$ cat src/hdl/fat16bs_pkg.sv
// Types and constants of the FAT16 boot sector checker
`timescale 1ns / 1ps

package fat16bs_pkg;

  localparam int SECTOR_BYTES    = 512;
  localparam int DIR_ENTRY_BYTES = 32;
  localparam int SECTOR_SHIFT    = $clog2(SECTOR_BYTES);
  localparam int DIR_SHIFT       = $clog2(SECTOR_BYTES / DIR_ENTRY_BYTES);

  localparam logic [7:0] JMP_SHORT = 8'hEB;
  localparam logic [7:0] JMP_NOP   = 8'h90;
  localparam logic [7:0] JMP_NEAR  = 8'hE9;

  localparam logic [31:0] MIN_CLUSTERS      = 32'd4085;
  localparam logic [31:0] MAX_CLUSTERS_EXCL = 32'd65525;

  // byte offsets within the boot sector
  localparam logic [5:0] OFF_JUMP     = 6'd0;
  localparam logic [5:0] OFF_NOP      = 6'd2;
  localparam logic [5:0] OFF_BPS_LO   = 6'd11;
  localparam logic [5:0] OFF_BPS_HI   = 6'd12;
  localparam logic [5:0] OFF_SPC      = 6'd13;
  localparam logic [5:0] OFF_RSVD_LO  = 6'd14;
  localparam logic [5:0] OFF_RSVD_HI  = 6'd15;
  localparam logic [5:0] OFF_NFATS    = 6'd16;
  localparam logic [5:0] OFF_ROOT_LO  = 6'd17;
  localparam logic [5:0] OFF_ROOT_HI  = 6'd18;
  localparam logic [5:0] OFF_SMALL_LO = 6'd19;
  localparam logic [5:0] OFF_SMALL_HI = 6'd20;
  localparam logic [5:0] OFF_FATSZ_LO = 6'd22;
  localparam logic [5:0] OFF_FATSZ_HI = 6'd23;
  localparam logic [5:0] OFF_LARGE_B0 = 6'd32;
  localparam logic [5:0] OFF_LARGE_B1 = 6'd33;
  localparam logic [5:0] OFF_LARGE_B2 = 6'd34;
  localparam logic [5:0] OFF_LARGE_B3 = 6'd35;
  localparam logic [5:0] OFF_LAST     = 6'd38;

  typedef enum logic [2:0] {
    ST_OK               = 3'd0,
    ST_BAD_JUMP         = 3'd1,
    ST_BAD_SECTOR_SIZE  = 3'd2,
    ST_BAD_CLUSTER_SIZE = 3'd3,
    ST_BAD_SECTOR_COUNT = 3'd4,
    ST_NOT_FAT16        = 3'd5
  } status_t;

  typedef struct packed {
    logic [7:0]  spc;
    logic [15:0] reserved;
    logic [7:0]  fat_copies;
    logic [15:0] root_entries;
    logic [15:0] small_count;
    logic [15:0] fat_sectors;
    logic [31:0] large_count;
  } bpb_t;

  typedef struct packed {
    logic [33:0] fat_start;
    logic [33:0] root_start;
    logic [33:0] data_start;
    logic [31:0] data_secs;
  } layout_t;

  typedef struct packed {
    status_t     status;
    logic [33:0] fat_region_start;
    logic [33:0] root_region_start;
    logic [33:0] data_region_start;
    logic [31:0] cluster_count;
  } result_t;

endpackage

$ cat src/hdl/fat16bs_parse.sv
// Byte offset tracking, BPB field capture and header checks
`timescale 1ns / 1ps

module fat16bs_parse (
  input  logic                 clk,
  input  logic                 rst_n,
  input  logic                 acc,
  input  logic [7:0]           data_byte,
  input  logic                 first_byte,
  input  fat16bs_pkg::layout_t layout,
  output fat16bs_pkg::bpb_t    bpb,
  output logic                 res_valid,
  output fat16bs_pkg::result_t res
);

  logic [5:0]        off_r, off_nxt, cur_off;
  logic              finished_r, finished_nxt;
  logic              jump_short_r, jump_short_nxt;
  logic [7:0]        bps_lo_r, bps_lo_nxt;
  fat16bs_pkg::bpb_t bpb_r, bpb_nxt;
  logic [2:0]        shamt;
  logic [31:0]       clusters;

  // sectors per cluster is a checked power of two by the time it is used
  always_comb begin
    shamt = '0;
    for (int i = 0; i < 8; i++) begin
      if (bpb_r.spc[i]) shamt = 3'(i);
    end
    clusters = layout.data_secs >> shamt;
  end

  always_comb begin
    off_nxt        = off_r;
    finished_nxt   = finished_r;
    jump_short_nxt = jump_short_r;
    bps_lo_nxt     = bps_lo_r;
    bpb_nxt        = bpb_r;
    cur_off        = first_byte ? fat16bs_pkg::OFF_JUMP : off_r;
    res_valid      = 1'b0;
    res            = '0;
    if (acc && (first_byte || !finished_r)) begin
      off_nxt      = cur_off + 6'd1;
      finished_nxt = 1'b0;
      case (cur_off)
        fat16bs_pkg::OFF_JUMP: begin
          if (data_byte == fat16bs_pkg::JMP_SHORT) begin
            jump_short_nxt = 1'b1;
          end else if (data_byte == fat16bs_pkg::JMP_NEAR) begin
            jump_short_nxt = 1'b0;
          end else begin
            res_valid  = 1'b1;
            res.status = fat16bs_pkg::ST_BAD_JUMP;
          end
        end
        fat16bs_pkg::OFF_NOP: begin
          if (jump_short_r && data_byte != fat16bs_pkg::JMP_NOP) begin
            res_valid  = 1'b1;
            res.status = fat16bs_pkg::ST_BAD_JUMP;
          end
        end
        fat16bs_pkg::OFF_BPS_LO: bps_lo_nxt = data_byte;
        fat16bs_pkg::OFF_BPS_HI: begin
          if ({data_byte, bps_lo_r} != 16'(fat16bs_pkg::SECTOR_BYTES)) begin
            res_valid  = 1'b1;
            res.status = fat16bs_pkg::ST_BAD_SECTOR_SIZE;
          end
        end
        fat16bs_pkg::OFF_SPC: begin
          bpb_nxt.spc = data_byte;
          if (data_byte == 8'd0 || (data_byte & (data_byte - 8'd1)) != 8'd0) begin
            res_valid  = 1'b1;
            res.status = fat16bs_pkg::ST_BAD_CLUSTER_SIZE;
          end
        end
        fat16bs_pkg::OFF_RSVD_LO:  bpb_nxt.reserved[7:0]     = data_byte;
        fat16bs_pkg::OFF_RSVD_HI:  bpb_nxt.reserved[15:8]    = data_byte;
        fat16bs_pkg::OFF_NFATS:    bpb_nxt.fat_copies        = data_byte;
        fat16bs_pkg::OFF_ROOT_LO:  bpb_nxt.root_entries[7:0] = data_byte;
        fat16bs_pkg::OFF_ROOT_HI:  bpb_nxt.root_entries[15:8] = data_byte;
        fat16bs_pkg::OFF_SMALL_LO: bpb_nxt.small_count[7:0]  = data_byte;
        fat16bs_pkg::OFF_SMALL_HI: bpb_nxt.small_count[15:8] = data_byte;
        fat16bs_pkg::OFF_FATSZ_LO: bpb_nxt.fat_sectors[7:0]  = data_byte;
        fat16bs_pkg::OFF_FATSZ_HI: bpb_nxt.fat_sectors[15:8] = data_byte;
        fat16bs_pkg::OFF_LARGE_B0: bpb_nxt.large_count[7:0]  = data_byte;
        fat16bs_pkg::OFF_LARGE_B1: bpb_nxt.large_count[15:8] = data_byte;
        fat16bs_pkg::OFF_LARGE_B2: bpb_nxt.large_count[23:16] = data_byte;
        fat16bs_pkg::OFF_LARGE_B3: begin
          bpb_nxt.large_count[31:24] = data_byte;
          // exactly one of the two sector counts must be nonzero
          if ((bpb_r.small_count != 16'd0) ==
              ({data_byte, bpb_r.large_count[23:0]} != 32'd0)) begin
            res_valid  = 1'b1;
            res.status = fat16bs_pkg::ST_BAD_SECTOR_COUNT;
          end
        end
        fat16bs_pkg::OFF_LAST: begin
          res_valid             = 1'b1;
          res.fat_region_start  = layout.fat_start;
          res.root_region_start = layout.root_start;
          res.data_region_start = layout.data_start;
          res.cluster_count     = clusters;
          if (clusters < fat16bs_pkg::MIN_CLUSTERS ||
              clusters >= fat16bs_pkg::MAX_CLUSTERS_EXCL) begin
            res.status = fat16bs_pkg::ST_NOT_FAT16;
          end else begin
            res.status = fat16bs_pkg::ST_OK;
          end
        end
        default: ;
      endcase
      if (res_valid) finished_nxt = 1'b1;
    end
  end

  always_ff @(posedge clk) begin
    if (!rst_n) begin
      off_r      <= '0;
      finished_r <= 1'b1;
    end else begin
      off_r      <= off_nxt;
      finished_r <= finished_nxt;
    end
  end

  always_ff @(posedge clk) begin
    jump_short_r <= jump_short_nxt;
    bps_lo_r     <= bps_lo_nxt;
    bpb_r        <= bpb_nxt;
  end

  assign bpb = bpb_r;

endmodule

$ cat config.mk
export PLATFORM = sky130hd
export DESIGN_NAME = fat16bs_parse
export DESIGN_NICKNAME = d
export VERILOG_FILES = /design/src/hdl/fat16bs_pkg.sv /design/src/hdl/fat16bs_parse.sv
export SDC_FILE = /design/constraint.sdc
export NUM_CORES = 1
export LEC_CHECK = 0
export ABC_AREA = 1
export BUFFER_PORTS_ARGS = -buffer_cell sky130_fd_sc_hd__buf_2
export CORE_AREA = 3 3 155 157
export CTS_BUF_LIST = sky130_fd_sc_hd__clkbuf_8
export CTS_CLUSTER_SIZE = 20
export DETAILED_ROUTE_END_ITERATION = 16
export DIE_AREA = 0 0 158 160
export SYNTH_ARGS = -nofsm -noshare
export SYNTH_HDL_FRONTEND = slang
export SYNTH_SLANG_ARGS = --single-unit
$ cat constraint.sdc
create_clock -name clk -period 3.7 [get_ports clk]
set_input_delay 1.11 -clock clk [delete_from_list [all_inputs] [get_ports clk]]
set_output_delay 1.11 -clock clk [all_outputs]
set_load 0.01 [all_outputs]
# ---- Word-level counts from Yosys, hierarchy flattened
# Index checks and enable logic that the tools add are counted.
dict set report word_totals {
  register_bits 128
  ram_bits 0
  out_inout_bits 250
  mem_bits_ro 0
  latch_bits 0
  elab_cells 104
  input_bits 146
  memories 0
}
dict set report classes {
  magnitude_cmp 2
  mux 29
  bitwise_logic 1
  add_sub_neg 2
  eq_ne 23
  n_shift 1
  n_reduce_logical 28
  div 0
  n_mul 0
}
# op count
set ops {}
lappend ops {{$mux 137} 1}
lappend ops {{$mux 134} 1}
lappend ops {{$eq 6x5->1 const B} 7}
lappend ops {{$ge 32x16->1 const B} 1}
lappend ops {{$lt 32x12->1 const B} 1}
lappend ops {{$reduce_bool 32->1} 1}
lappend ops {{$shr 32x3->32} 1}
lappend ops {{$eq 6x4->1 const B} 5}
lappend ops {{$eq 6x6->1 const B} 5}
lappend ops {{$reduce_and 2->1} 15}
lappend ops {{$mux 3} 8}
lappend ops {{$pmux 3 s6} 1}
lappend ops {{$eq 8x8->1 const B} 2}
lappend ops {{$ne 16x10->1 const B} 1}
lappend ops {{$reduce_bool 16->1} 1}
lappend ops {{$mux 1} 14}
lappend ops {{$and 8x8->8} 1}
lappend ops {{$logic_not 8->1} 1}
lappend ops {{$ne 8x8->1 const B} 1}
lappend ops {{$reduce_bool 8->1} 1}
lappend ops {{$sub 8x1->8 const B} 1}
lappend ops {{$add 6x1->6 const B} 1}
lappend ops {{$eq 6x2->1 const B} 1}
lappend ops {{$logic_not 6->1} 1}
lappend ops {{9 further kinds} 13}

# ---- Logic depth before layout (Yosys ltp)
dict set report depth {
  ltp_word 13
  ltp_mapped 21
  mapped_depth_nobuf 21
}

# ---- Worst setup path before layout
# OpenSTA, ideal clock, no wires.
dict set report synth_path {
  path_kind {input to output}
  start {input first_byte}
  end {output res[100] (netlist bit)}
  n_path_buf 3
  setup_slack_ps -113
  t_required_ps 2590
  t_arrival_ps 2703
  path_stages 13
  path_cell_list {inv_1 clkbuf_1 nand2_1 inv_1 ha_1 inv_1 nor2_1 inv_1 nor2_1 inv_2 buf_2 buf_1 nor2_1}
}
# element line
set synth_lines {}
lappend synth_lines {{start, declared} fat16bs_parse.sv:9} ;# input logic first_byte,
lappend synth_lines {{end, declared} fat16bs_parse.sv:13} ;# output fat16bs_pkg::result_t res

==> results.txt <==
Syn avg cell area = 8.12 um^2
Placed cell count = 1,593
CP startpoint kind = input port
Failing checks = negative setup slack
Most used DFF post-synth = edfxtp_1
Clk sinks = 128
Power Dens Cells = 239 mW/mm^2
Vias per cell = 4.98
Sequential fraction of the synthesis area = 0.546
Slew HR = 0.741
First-pass GRT wire length = 48,600 um
Worst vdd ir = 0.000339 V
Setup TNS = -8.29 ns
Synth Net Count = 1,001
Post-synth EDFFs = 121
Status = complete, but fails checks
Worst EP required = 2.59 ns
Met2 Use GR = 0.439
Worst min path class = register to register
Fin. Hold Viols = 0
Avg WL per Cell = 22.1 um
Minimum clock period = 3.92 ns
GR Overflow Total = 0
Synth async-reset ratio = 0
Maximum root-to-sink buffer count = 2
Core Area = 0.0226 mm^2
Max_cap viols = 0
Reg clk slew, reported paths = 0.07 ns
Slew Limit Fails = 0
DR pass1 iterations = 5
Largest net degree at the start of global routing = 36
DIE WIDTH = 158 um
CTS buffer count = 17
Synth Warn # = 0
Drt drc = 0
Setup violations, final = 126
Leakage = 6.15 nW
GRT Max-Usage Layer = met2
Crit path capture type = output port
Synth cell count leaders = nor2_1 (161), nand2_1 (151), inv_1 (150)
Synth top area share = 0.526
Initial antenna violation count = 8
Syn Std Cell Area = 0.00691 mm^2
DRT iter0 DRCs = 643
CP cell instances = buf_8 > inv_8 > buf_6 > nand2_4 > nor2_2 > inv_1 > nor2_1 > inv_1 > nor2_2 > buf_6 > clkinv_8 > buf_16 > buf_12 > nor2_4 > buf_6
Slowest-stage cell, CP = nor2_4
FP Rows = 55
Share of layout cells above drive strength 1 = 0.587
Crit path arrival time = 2.81 ns
CTS root buf = clkbuf_8
Maximum clock rate = 255 MHz
Total global-route track usage = 0.256
Final wirelength = 37,200 um
Top cell by count, worst path = buf_6
Crit path kind = input port to output port
Met1 Use GR = 0.294
Fin nets = 1,531
Final setup margin = -0.224 ns
Die area = 0.0253 mm^2
Yosys cell types = 35
Max incr delay on CP = 0.20 ns
Clock latency on the worst-skew pair = 0.44 ns
Post-Synthesis Cells = 851
Die H = 160 um
Final instance area = 0.0133 mm^2
I/O pin count = 396
Number of synthesized register bits = 128
CP Max Fanout = 8
H-tree depth = 4
Met3 GRT Util = 0.0772
RD Place Congestion = 0.912
Layout area overhead = 91.9%
Final worst-path cycle share = 1.06
CTS tree = yes
Vias = 8,391
Post-route ant nets = 0
Cell taking the most area after synthesis = edfxtp_1
Clock Skews = 0.0116 ns
Starting Density = 0.305
Count leader, synth = nor2_1
Vias in the first global route = 7,988
DP Area = 0.00991 mm^2
Unrepaired setup endpoints after global routing = yes
Synth top area cells = edfxtp_1 (53%), nand3_1 (9.1%), nor2_1 (8.7%)
Detailed Place HPWL = 25,000 um
Slew @ Worst Pin = 0.385 ns
Port Buffers = 395
Final cell count without fillers = 1,685
path summary, 6_finish.rpt:
check	from	slack, ns	end	cells after the start
worst min register to register	finished_r$_SDFFE_PN1P_	0.51	finished_r$_SDFFE_PN1P_	2
worst min-delay path	finished_r$_SDFFE_PN1P_	0.51	finished_r$_SDFFE_PN1P_	2
worst max register to register	off_r[5]$_SDFFE_PN0P_	0.66	bpb[13]$_DFFE_PP_	21
worst max-delay path	first_byte	-0.22	res[41]	15
sequential cells by signal, summed over array words and instances (netlist names):
register and cells:
bps_lo_r 8, finished_r 1, jump_short_r 1, bpb 112
off_r 6
metrics by stage:
stage	utilization	total power, mW	hold slack, ns	setup slack [ns]
detailed placement	0.438	1.88	0.483	-0.234
global route	0.586	3.28	0.536	-0.385
global placement	0.438	1.88	0.488	-0.208
floorplan	-	1.71	0.441	0.0138
CTS	0.506	3.13	0.515	-0.163
finish	0.586	3.16	0.506	-0.224
worst max-delay path, delay by kind of cell:
family / cells / cell delay (ns)
and+or+nand+nor: 5 / 0.57
buffers and inverters: 10 / 1.11
kinds of logic after synthesis:
logic type,synth area share
adders and majority gates,0.00724
AOI/OAI and AO/OA,0.0362
buffers and inverters,0.108
DFF,0.546
xor gates and xnor gates,0.00127
and+or+nand+nor,0.302
cell usage in the layout, fill, tap and decap left out, drive strengths merged, types with 9 or more instances in the layout:
| master | synthesis | routed |
|---|---|---|
| nor2 | 161 | 161 |
| nor4 | 17 | 17 |
| buf | 20 | 540 |
| inv | 156 | 162 |
| edfxtp | 121 | 121 |
| nand3 | 125 | 125 |
| nor3 | 11 | 11 |
| nand4 | 9 | 9 |
| clkbuf | 15 | 23 |
| o21ai | 10 | 10 |
| a21oi | 27 | 27 |
| nand2 | 155 | 155 |
where the power goes:
group | switching, mW | total, mW | internal [mW]
Combinational | 0.208 | 0.346 | 0.137
Clock | 0.614 | 1.23 | 0.620
Sequential | 0.00230 | 1.58 | 1.58
area by class of cell:
cell class	instances	area, um^2
fillers	1923	9380
repair buffers	546	4390
flip-flops and latches	128	3770
multi-input cells	531	3700
inverters	157	609
well taps	285	357
clock buffers	17	234
clock inverters	15	173
diodes	6	15.0
routing by layer:
layer,vias up,wire length [um]
met5,-,41
met4,6,2050
met3,113,3540
met2,435,18100
met1,3991,13500
li1,3846,-
repair_timing:
action                                  in CTS  in global routing
hold buffers                                 0                  0
cloned                                      14                  7
endpoints found under the setup margin     137                154
pin swaps                                   30                 37
buffers inserted                            29                  9
gates resized for setup                    163                381
Power figures use the tool's default switching activity.
